==> src/rtl/csvfs_pkg.sv <==
// ----------------------------------------------------------------------------
// csvfs_pkg
// Shared types and constants of the CSV line field splitter.
// ----------------------------------------------------------------------------
`default_nettype none

package csvfs_pkg;

  localparam logic [7:0] QUOTE_BYTE   = 8'h22;
  localparam logic [7:0] NEWLINE_BYTE = 8'h0A;

  // configuration register indexes
  localparam int unsigned CFG_IDX_W  = 1;
  localparam int unsigned CFG_DATA_W = 11;
  localparam logic [CFG_IDX_W-1:0] REG_SEPARATOR = 1'b0;
  localparam logic [CFG_IDX_W-1:0] REG_FIELD_CAP = 1'b1;

  localparam logic [7:0]  SEPARATOR_RST = 8'd44;
  localparam logic [10:0] FIELD_CAP_RST = 11'd1024;

  // one result beat
  typedef struct packed {
    logic [31:0] start_offset;
    logic [31:0] field_length;
    logic        has_doubled_quote;
    logic [9:0]  field_number;
    logic        descriptor_valid;
    logic        line_end;
    logic [10:0] fields_recorded;
  } res_t;

  // results produced by one parsed byte
  typedef struct packed {
    logic [1:0] cnt;
    res_t       res1;
    res_t       res0;
  } push_t;

endpackage

`default_nettype wire

==> src/rtl/csv_line_field_splitter_core.sv <==
// ----------------------------------------------------------------------------
// csv_line_field_splitter_core
// Scans CSV text one byte per beat and emits one descriptor per field.
// ----------------------------------------------------------------------------
//  channel | direction | handshake          | payload
//  in_     | input     | in_valid/in_stall  | text_byte, first_byte, line_offset,
//          |           |                    | end_of_data
//  out_    | output    | out_valid/out_stall| field descriptor, line_end, count
//  cfg_    | input     | cfg_valid/cfg_ready| cfg_index, cfg_data
//
// One byte per cycle while in_stall is low.
// A byte giving two results (separator as last byte) yields two result beats.
// Input register feeds the parser, which writes a 4-entry result buffer;
// in_stall rises only when that buffer has fewer than two free slots.
// Synchronous active-low reset; parser idles until a first_byte beat.
// ----------------------------------------------------------------------------
`default_nettype none

module csv_line_field_splitter_core
  import csvfs_pkg::*;
#(
  parameter int unsigned POS_WIDTH       = 32,
  parameter int unsigned MAX_FIELD_COUNT = 1024
) (
  input  wire logic                  clk,
  input  wire logic                  rst_n,
  input  wire logic                  in_valid,
  output logic                       in_stall,
  input  wire logic [7:0]            in_text_byte,
  input  wire logic                  in_first_byte,
  input  wire logic [31:0]           in_line_offset,
  input  wire logic                  in_end_of_data,
  output logic                       out_valid,
  input  wire logic                  out_stall,
  output logic [31:0]                out_start_offset,
  output logic [31:0]                out_field_length,
  output logic                       out_has_doubled_quote,
  output logic [9:0]                 out_field_number,
  output logic                       out_descriptor_valid,
  output logic                       out_line_end,
  output logic [10:0]                out_fields_recorded,
  input  wire logic                  cfg_valid,
  output logic                       cfg_ready,
  input  wire logic [CFG_IDX_W-1:0]  cfg_index,
  input  wire logic [CFG_DATA_W-1:0] cfg_data
);

  logic        vld_r, vld_nxt;
  logic [7:0]  byte_r;
  logic        first_r;
  logic [31:0] offset_r;
  logic        eod_r;
  logic [7:0]  sep_r;
  logic [10:0] cap_r;
  logic        room;
  logic        fire;
  push_t       push;
  res_t        head;

  assign cfg_ready = 1'b1;
  assign fire      = vld_r && room;
  assign in_stall  = vld_r && !room;
  assign vld_nxt   = in_stall ? vld_r : in_valid;

  always_ff @(posedge clk) begin
    if (!rst_n) begin
      vld_r <= 1'b0;
      sep_r <= SEPARATOR_RST;
      cap_r <= FIELD_CAP_RST;
    end else begin
      vld_r <= vld_nxt;
      if (cfg_valid && cfg_ready) begin
        case (cfg_index)
          REG_SEPARATOR: sep_r <= cfg_data[7:0];
          REG_FIELD_CAP: cap_r <= cfg_data[10:0];
          default: ;
        endcase
      end
    end
  end

  always_ff @(posedge clk) begin
    if (in_valid && !in_stall) begin
      byte_r   <= in_text_byte;
      first_r  <= in_first_byte;
      offset_r <= in_line_offset;
      eod_r    <= in_end_of_data;
    end
  end

  csvfs_parser #(
    .POS_WIDTH       (POS_WIDTH),
    .MAX_FIELD_COUNT (MAX_FIELD_COUNT)
  ) u_parser (
    .clk            (clk),
    .rst_n          (rst_n),
    .fire           (fire),
    .text_byte      (byte_r),
    .first_byte     (first_r),
    .line_offset    (offset_r),
    .end_of_data    (eod_r),
    .separator_char (sep_r),
    .field_cap      (cap_r),
    .push           (push)
  );

  csvfs_result_queue u_queue (
    .clk       (clk),
    .rst_n     (rst_n),
    .push      (push),
    .room      (room),
    .out_valid (out_valid),
    .out_stall (out_stall),
    .head      (head)
  );

  assign out_start_offset      = head.start_offset;
  assign out_field_length      = head.field_length;
  assign out_has_doubled_quote = head.has_doubled_quote;
  assign out_field_number      = head.field_number;
  assign out_descriptor_valid  = head.descriptor_valid;
  assign out_line_end          = head.line_end;
  assign out_fields_recorded   = head.fields_recorded;

endmodule

`default_nettype wire

==> src/rtl/csvfs_parser.sv <==
// ----------------------------------------------------------------------------
// csvfs_parser
// Quote/separator state machine; turns one byte into zero, one or two
// field descriptors.
// ----------------------------------------------------------------------------
`default_nettype none

module csvfs_parser
  import csvfs_pkg::*;
#(
  parameter int unsigned POS_WIDTH       = 32,
  parameter int unsigned MAX_FIELD_COUNT = 1024
) (
  input  wire logic        clk,
  input  wire logic        rst_n,
  input  wire logic        fire,
  input  wire logic [7:0]  text_byte,
  input  wire logic        first_byte,
  input  wire logic [31:0] line_offset,
  input  wire logic        end_of_data,
  input  wire logic [7:0]  separator_char,
  input  wire logic [10:0] field_cap,
  output push_t            push
);

  localparam int unsigned CNT_W = $clog2(MAX_FIELD_COUNT + 1);
  localparam int unsigned CMP_W = (CNT_W > 11) ? CNT_W : 11;

  logic                 iq_r, iq_nxt;
  logic                 qs_r, qs_nxt;
  logic                 dq_r, dq_nxt;
  logic                 fin_r, fin_nxt;
  logic [POS_WIDTH-1:0] pos_r, pos_nxt;
  logic [POS_WIDTH-1:0] begin_r, begin_nxt;
  logic [CNT_W-1:0]     rec_r, rec_nxt;
  logic [9:0]           idx_r, idx_nxt;

  logic [POS_WIDTH-1:0] cur_pos;
  logic [POS_WIDTH-1:0] end_pos;
  logic [CMP_W-1:0]     cap_eff;
  logic                 run;
  logic                 consumed;
  logic                 ended;

  // descriptor for the current field; cap_ok tells whether it is recorded
  function automatic res_t build_res(input logic [POS_WIDTH-1:0] fbeg,
                                     input logic [POS_WIDTH-1:0] fend,
                                     input logic                 dq,
                                     input logic                 cap_ok,
                                     input logic [CNT_W-1:0]     rec,
                                     input logic [9:0]           idx,
                                     input logic                 last);
    res_t                 r;
    logic [POS_WIDTH-1:0] len;
    logic [CNT_W-1:0]     rec_after;
    r         = '0;
    len       = fend - fbeg;
    rec_after = cap_ok ? rec + CNT_W'(1) : rec;
    if (cap_ok) begin
      r.start_offset      = 32'(fbeg);
      r.field_length      = 32'(len);
      r.has_doubled_quote = dq;
      r.descriptor_valid  = 1'b1;
    end
    r.field_number    = idx;
    r.line_end        = last;
    r.fields_recorded = last ? 11'(rec_after) : 11'd0;
    return r;
  endfunction

  always_comb begin
    cap_eff = CMP_W'(field_cap);
    if (cap_eff > CMP_W'(MAX_FIELD_COUNT)) begin
      cap_eff = CMP_W'(MAX_FIELD_COUNT);
    end
  end

  always_comb begin
    iq_nxt    = iq_r;
    qs_nxt    = qs_r;
    dq_nxt    = dq_r;
    fin_nxt   = fin_r;
    pos_nxt   = pos_r;
    begin_nxt = begin_r;
    rec_nxt   = rec_r;
    idx_nxt   = idx_r;
    cur_pos   = '0;
    end_pos   = '0;
    run       = 1'b0;
    consumed  = 1'b0;
    ended     = 1'b0;
    push      = '0;
    if (fire) begin
      run = 1'b1;
      if (first_byte) begin
        pos_nxt   = POS_WIDTH'(line_offset);
        begin_nxt = POS_WIDTH'(line_offset);
        iq_nxt    = 1'b0;
        qs_nxt    = 1'b0;
        dq_nxt    = 1'b0;
        rec_nxt   = '0;
        idx_nxt   = '0;
        fin_nxt   = 1'b0;
      end else if (fin_r) begin
        run = 1'b0;
      end
    end

    if (run) begin
      cur_pos = pos_nxt;
      pos_nxt = cur_pos + POS_WIDTH'(1);

      if (iq_nxt) begin
        if (qs_nxt) begin
          qs_nxt = 1'b0;
          if (text_byte == QUOTE_BYTE) begin
            dq_nxt   = 1'b1;
            consumed = 1'b1;
          end else begin
            iq_nxt = 1'b0;
          end
        end else begin
          if (text_byte == QUOTE_BYTE) begin
            qs_nxt = 1'b1;
          end
          consumed = 1'b1;
        end
      end

      if (!consumed) begin
        if (text_byte == QUOTE_BYTE) begin
          iq_nxt = 1'b1;
        end else if (text_byte == separator_char) begin
          push.res0 = build_res(begin_nxt, cur_pos, dq_nxt,
                                CMP_W'(rec_nxt) < cap_eff, rec_nxt, idx_nxt, 1'b0);
          push.cnt  = 2'd1;
          if (CMP_W'(rec_nxt) < cap_eff) begin
            rec_nxt = rec_nxt + CNT_W'(1);
          end
          idx_nxt   = idx_nxt + 10'd1;
          begin_nxt = cur_pos + POS_WIDTH'(1);
          dq_nxt    = 1'b0;
        end else if (text_byte == NEWLINE_BYTE) begin
          ended   = 1'b1;
          end_pos = cur_pos;
        end
      end

      if (!ended && end_of_data) begin
        ended   = 1'b1;
        end_pos = cur_pos + POS_WIDTH'(1);
      end

      if (ended) begin
        // final descriptor goes after the separator one, if any
        if (push.cnt == 2'd0) begin
          push.res0 = build_res(begin_nxt, end_pos, dq_nxt,
                                CMP_W'(rec_nxt) < cap_eff, rec_nxt, idx_nxt, 1'b1);
        end else begin
          push.res1 = build_res(begin_nxt, end_pos, dq_nxt,
                                CMP_W'(rec_nxt) < cap_eff, rec_nxt, idx_nxt, 1'b1);
        end
        push.cnt = push.cnt + 2'd1;
        if (CMP_W'(rec_nxt) < cap_eff) begin
          rec_nxt = rec_nxt + CNT_W'(1);
        end
        idx_nxt = idx_nxt + 10'd1;
        fin_nxt = 1'b1;
        iq_nxt  = 1'b0;
        qs_nxt  = 1'b0;
      end
    end
  end

  always_ff @(posedge clk) begin
    if (!rst_n) begin
      iq_r    <= 1'b0;
      qs_r    <= 1'b0;
      dq_r    <= 1'b0;
      fin_r   <= 1'b1;
      pos_r   <= '0;
      begin_r <= '0;
      rec_r   <= '0;
      idx_r   <= '0;
    end else begin
      iq_r    <= iq_nxt;
      qs_r    <= qs_nxt;
      dq_r    <= dq_nxt;
      fin_r   <= fin_nxt;
      pos_r   <= pos_nxt;
      begin_r <= begin_nxt;
      rec_r   <= rec_nxt;
      idx_r   <= idx_nxt;
    end
  end

endmodule

`default_nettype wire

==> src/rtl/csvfs_result_queue.sv <==
// ----------------------------------------------------------------------------
// csvfs_result_queue
// Four-entry result buffer; takes up to two beats per cycle, gives one while out_stall is low.
// ----------------------------------------------------------------------------
`default_nettype none

module csvfs_result_queue
  import csvfs_pkg::*;
(
  input  wire logic  clk,
  input  wire logic  rst_n,
  input  wire push_t push,
  output logic       room,
  output logic       out_valid,
  input  wire logic  out_stall,
  output res_t       head
);

  localparam int unsigned DEPTH = 4;

  res_t       mem_r [DEPTH];
  logic [1:0] wp_r, wp_nxt;
  logic [1:0] rp_r, rp_nxt;
  logic [2:0] cnt_r, cnt_nxt;
  logic       pop;

  // two free slots guaranteed before a byte is parsed
  assign room      = (cnt_r <= 3'd2);
  assign out_valid = (cnt_r != 3'd0);
  assign pop       = out_valid && !out_stall;
  assign head      = mem_r[rp_r];

  always_comb begin
    wp_nxt  = wp_r + push.cnt;
    rp_nxt  = rp_r + 2'(pop);
    cnt_nxt = cnt_r + 3'(push.cnt) - 3'(pop);
  end

  always_ff @(posedge clk) begin
    if (push.cnt != 2'd0) begin
      mem_r[wp_r] <= push.res0;
    end
    if (push.cnt == 2'd2) begin
      mem_r[wp_r + 2'd1] <= push.res1;
    end
  end

  always_ff @(posedge clk) begin
    if (!rst_n) begin
      wp_r  <= '0;
      rp_r  <= '0;
      cnt_r <= '0;
    end else begin
      wp_r  <= wp_nxt;
      rp_r  <= rp_nxt;
      cnt_r <= cnt_nxt;
    end
  end

endmodule

`default_nettype wire
==> config.mk <==
export PLATFORM = sky130hd
export DESIGN_NAME = csv_line_field_splitter_core
export DESIGN_NICKNAME = d
export VERILOG_FILES = /design/src/rtl/csvfs_pkg.sv /design/src/rtl/csv_line_field_splitter_core.sv /design/src/rtl/csvfs_parser.sv /design/src/rtl/csvfs_result_queue.sv
export SDC_FILE = /design/constraint.sdc
export NUM_CORES = 1
export LEC_CHECK = 0
export BUFFER_PORTS_ARGS = -buffer_cell sky130_fd_sc_hd__buf_2
export CORE_MARGIN = 2
export CORE_UTILIZATION = 23
export CTS_BUF_LIST = sky130_fd_sc_hd__clkbuf_4 sky130_fd_sc_hd__clkbuf_8 sky130_fd_sc_hd__clkbuf_16
export DETAILED_ROUTE_END_ITERATION = 16
export PLACE_DENSITY_LB_ADDON = 0.15
export SLEW_MARGIN = 10
export SYNTH_ARGS = -nofsm -noshare
export SYNTH_HDL_FRONTEND = slang
export SYNTH_SLANG_ARGS = --single-unit
==> constraint.sdc <==
create_clock -name clk -period 16.71 [get_ports clk]
set_input_delay 1.671 -clock clk [delete_from_list [all_inputs] [get_ports clk]]
set_output_delay 1.671 -clock clk [all_outputs]
set_load 0.05 [all_outputs]
; ---- Word-level counts from Yosys, hierarchy flattened
; Memory sizes are Yosys's and may differ from the RTL's. A register that Yosys moved wholly into a read port is not among the register bits.
; Cells that the tools add are included.
[word_totals]
mem_bits_rw = 352
n_memories = 1
word_cells = 149
inputBits = 59
out_inout_bits = 91
regBits = 158
[mem_list]
columns = memory, words, word_bits, rd, rd_ports_with_merged_regs, wr, line_no
row1 = u_queue.mem_r, 4, 88, 1, 1, 2, csvfs_result_queue.sv:21  ; res_t mem_r [DEPTH];
[classes]
bitwise = 1
eq_ne = 4
n_mux = 94
add_sub_neg = 13
order_cmp = 4
reduce_logical = 14
[ops]
columns = op, count
row1 = 32-bit 2-to-1 mux, 16
row2 = 88-bit 2-to-1 mux, 5
row3 = 178-bit 2-to-1 mux, 2
row4 = 65-bit 2-to-1 mux, 2
row5 = 11-bit 2-to-1 mux, 11
row6 = 10-bit 2-to-1 mux, 8
row7 = 32-bit subtractor, 2
row8 = 1-bit 2-to-1 mux, 46
row9 = 32-bit by 1-bit adder with 32-bit output (second input constant), 1
row10 = 11-bit by 1-bit adder with 11-bit output (second input constant), 2
row11 = 11-bit < comparator, 2
row12 = 10-bit by 1-bit adder with 10-bit output (second input constant), 2
row13 = 11-bit greater-than comparator (second input constant), 1
row14 = 8-bit by 4-bit equality test with 1-bit output (second input constant), 1
row15 = 8-bit by 6-bit equality test with 1-bit output (second input constant), 1
row16 = 8-bit equality test, 1
row17 = 2-bit 2-to-1 mux, 4
row18 = 1-bit logical AND, 5
row19 = 2-bit by 1-bit adder with 2-bit output (second input constant), 2
row20 = 1-bit logical NOT, 4
row21 = 2-bit AND reduction, 2
row22 = 3-bit by 2-bit adder with 3-bit output, 1
row23 = 3-bit by 2-bit <= comparator with 1-bit output (second input constant), 1
row24 = 3-bit nonzero test, 1
row25 = 7 further kinds, 7

; ---- Logic depth before layout (Yosys ltp)
[logic_depth]
depth_word = 20
mapped_depth = 33
ltp_nobuf = 25

; ---- Cells and area by module
; Synthesis repeated with hierarchy kept, for this count alone.
[unflattened]
cells_unflattened = 2773
area_unflattened_um2 = 31104.8
[modules_own_cells]
columns = module, seq_area_each_um2, area_each_um2, cells_each, n_inst
row1 = csvfs_result_queue, 10710.3, 17276.6, 899, 1
row2 = csvfs_parser, 1781.7, 11746.3, 1744, 1
row3 = csv_line_field_splitter_core, 1661.6, 2082.0, 130, 1

; ---- Worst setup path before layout
; OpenSTA, ideal clock, no wires.
[synth_timing]
path_type = register -> register
startpoint = register byte_r[6]
endpoint = memory u_queue.mem_r[3][0] (netlist bit), enable pin
arrival_ns = 9.268
stages_incl_launch_ff = 12
n_path_buf = 3
slack_ns = 6.782
period_less_slack_ns = 9.928
setup_ns = 0.661
path_cell_list = edfxtp_1 > nor4b_1 > nand4b_1 > a211oi_1 > nor2_1 > inv_1 > buf_2 > buf_1 > ha_1 > clkbuf_1 > mux2i_1 > nor3b_1
[synth_lines]
columns = element, line_no
row1 = "start, declared", csv_line_field_splitter_core.sv:49  ; logic [7:0] byte_r;
row2 = "start signal, assigned", csv_line_field_splitter_core.sv:84  ; byte_r <= in_text_byte;
row3 = "end, declared", csvfs_result_queue.sv:21

==> metrics.md <==
| Metric | Value |
|---|---|
| Synth Area per Inst | 10.3 sq um |
| Reg-to-reg slack, setup | around 9 ns |
| Max clock buf depth | 3 |
| CTS Root Cell | clkbuf_16 |
| NumNets Final | 3,141 |
| Worst skew pair latency | between 0.6 and 0.7 ns |
| Delay-heaviest family, CP | simple AND/OR/NAND/NOR gates |
| Fillers | approximately 13,000 |
| RSZ-0062 raised after global routing | no |
| Synth Flop Type | edfxtp_1 |
| CP arrival | around 8.0 ns |
| Slew Limit Headroom | 23.4% |
| HPWL Detailed | 79,700 um |
| Final worst path period need | approximately 7.7 ns |
| Post-CTS setup buffers | 0 |
| Vias per cell | slightly below 5 |
| Setup_tns | 0 ns |
| Post_cts resized | 0 |
| R2R Path Start | u_queue.cnt_r[1] |
| Worst setup path end | u_queue.mem_r[0][48] |
| Total iterations of the first detailed-routing run | 6 |
| Area contributors post-synth | edfxtp_1 (40%), dfxtp_1 (7.8%), mux4_2 (6.7%) |
| Worst R2R Path Depth | 25 |
| Die H | roughly 360 um |
| Die W | about 360 um |
| Vias in the first global route | about 23,000 |
| Worst setup path class | reg2reg |
| DR DRC count | 0 |
| Status | finished, final reports clean |
| Worst setup path start | u_queue.cnt_r[1] |
| HP Class | reg2reg |
| Drt total wl | around 110,000 um |
| Slowest CP cell | a21boi_2 |
| H-tree levels | 3 |
| Drt wl/cell | ~24 um |
| Worst Setup Start Kind | flop |
| Clk sinks | a little over 500 |
| Critical Path RT | 17.02 ns |
| GP Congestion | around 0.86 |
| P_leak | 0.0127 uW |
| Row count | between 100 and 150 |
| Max Slew Vio Count | 0 |
| Initial core utilization | 23.2% |
| Layout area overhead | 16.9% |
| Via Count | 23,267 |
| Post-synth EDFFs | just under 400 |
| Yosys cell types | slightly below 90 |
| Met2 WL | ~48,000 um |
| Largest stage delay on the critical path | 0.84 ns |
| Initial antenna violation count | 6 |
| Antenna Nets Post-Route | 0 |
| Fin. Hold Viols | 0 |
| Gr ovfl total | 0 |
| TritonCTS clock tree | done |
| CP Depth | 25 |
| DRT met1 WL | ~58,000 um |
| R2R Path End | u_queue.mem_r[0][48] |
| DRT iter0 DRCs | about 2,000 |
| Synth warn | 0 |
| Layout cells sized above 1 | between 15 and 20% |
| Die ar. | 132,000 sq um |
| Post-synth ARST share | 0% |
| Max Used Layer | met5 |
| PwrDens | approximately 130 nW/um^2 |
| Buf+Inv Stages, Crit Path | 3 |
| Total CTS buffers | 68 |
| Period utilization | about 46% |
| Inst Count DP | roughly 4,600 |
| Fin cells | roughly 4,700 |
| Synthesized area | between 20,000 and 30,000 sq um |
| Core outline area | ~130,000 sq um |
| Max Freq | ~130 MHz |
| Worst-path fanout max | 45 |
| Total GRT Usage | between 10% and 20% |
| Setup violators final | 0 |
| Max VDD drop | between 0.00006 and 0.00007 V |
| Synth Net Count | around 3,000 |
| Sequential-to-total area share from yosys stat | around 48% |
| First-pass GRT wire length | 165,000 um |
| ANT cells | 0 |
| CTS clk-pin slew, worst paths | around 0.060 ns |
| Largest area contributor in the netlist | edfxtp_1 |
| Overall Power | roughly 4500 uW |
| PortBufs | between 100 and 150 |
| Tightest Pin Transition | approximately 1.1 ns |
| Post-CTS Hold Buffers | 0 |
| CP Capture Type | flop |
| Clock Skew | around 0.037 ns |
| Synth top area share | between 30 and 40% |
| Max-cap violations | 0 |
| Largest net degree at the start of global routing | 66 |
| Post-Synthesis Cells | ~2,900 |
| Number of synthesized register bits | around 500 |
| Boundary pin count | 150 |
| Met3 wire length | about 6200 um |
## tightest hold or removal path, cell delays in order, from the launching register on
cell and delay, ns:
dfxtp_1 0.31, nand2_1 0.05, a21oi_1 0.05
## flip-flops by register name, summed over array words and instances (netlist names), 2 cells and up
signal / cells
byte_r: 8
cap_r: 11
offset_r: 32
sep_r: 8
u_parser.begin_r: 32
u_parser.idx_r: 10
u_parser.pos_r: 32
u_parser.rec_r: 11
u_queue.cnt_r: 3
u_queue.mem_r: 352
u_queue.rp_r: 2
u_queue.wp_r: 2
## cells in the mapped netlist, drive strengths merged (22+ instances only)
cell and instances:
edfxtp 394, nand2 366, nor2 261, o21ai 186
a21oi 180, o22ai 162, clkbuf 130, dfxtp 116
xnor2 107, mux2i 99, ha 95, mux4 88
nand3 75, inv 68, nor3 64, buf 47
a211oi 40, nand4 35, xor2 35, and3 27
and2 25, a21o 22, o22a 22
## per-stage QoR
step / worst slack [ns] / hold WS [ns] / area, sq um / util (%)
after floorplan: 6.78 / 0.427 / 29600 / -
after global placement: 9.07 / 0.440 / 32300 / 25.3
after detailed placement: 9.04 / 0.445 / 32300 / 25.3
after CTS: 9.03 / 0.454 / 34600 / 27.1
after global routing: 8.50 / 0.470 / 34600 / 27.1
final: 9.03 / 0.450 / 34600 / 27.1
## where the power goes
group	switching [uW]	internal, uW	total, uW
clock	610	900	1510
combinational	1050	498	1550
sequential	59.3	1410	1470
total	1720	2810	4530
## layout make-up
type                    instances  area (sq um)  area share (%)
clock inverters                34           352            1.02
multi-input cells            2126         14600            42.2
inverters                      70           264           0.763
repair buffers                208          1190            3.44
clock buffers                  89          1940            5.60
well taps                    1662          2080            6.01
flip-flops and latches        510         14200            40.9
## per-layer routing
metal	GRT usage, %	up-vias
li1	-	11031
met1	25.7	11459
met2	24.9	636
met3	2.79	135
met4	4.82	6
met5	0	-
## cells in the final DEF (no fill, tap or decap), drive strengths merged, types with 10 or more instances in the layout
cell type,n
a211oi,40
a21boi,14
a21o,22
a21oi,180
a22o,11
a22oi,12
a31oi,18
and2,25
and3,27
buf,208
clkbuf,89
clkinv,26
dfxtp,116
edfxtp,394
ha,95
inv,70
mux2i,99
mux4,88
nand2,366
nand2b,20
nand3,75
nand4,35
nor2,261
nor2b,14
nor3,64
nor4,10
o21a,19
o21ai,186
o21bai,10
o22a,22
o22ai,162
or3,15
xnor2,107
xor2,35
## worst min path at each step
stage	from	endpoint	slack [ns]	depth (start not counted)
3_5_place_dp	u_parser.pos_r[30]	u_parser.pos_r[30]	0.45	2
2_1_floorplan	u_parser.idx_r[1]	u_parser.idx_r[1]	0.43	2
5_1_grt	u_parser.pos_r[30]	u_parser.pos_r[30]	0.47	2
3_3_place_gp	u_parser.pos_r[30]	u_parser.pos_r[30]	0.44	2
6_report	u_parser.pos_r[30]	u_parser.pos_r[30]	0.45	2
4_1_cts	u_parser.pos_r[30]	u_parser.pos_r[30]	0.45	2
## logic make-up after synthesis
group | after synthesis | synth area share, %
xor gates and xnor gates | 142 | 4.25
and+or+nand+nor | 944 | 14.5
AOI/OAI and AO/OA | 749 | 15.7
muxes | 192 | 10.2
other | 1 | 0.0127
buffers and inverters | 247 | 3.23
adders and majority gates | 98 | 4.22
DFF | 510 | 47.8
Note: power is estimated with default switching activity, not from simulation.
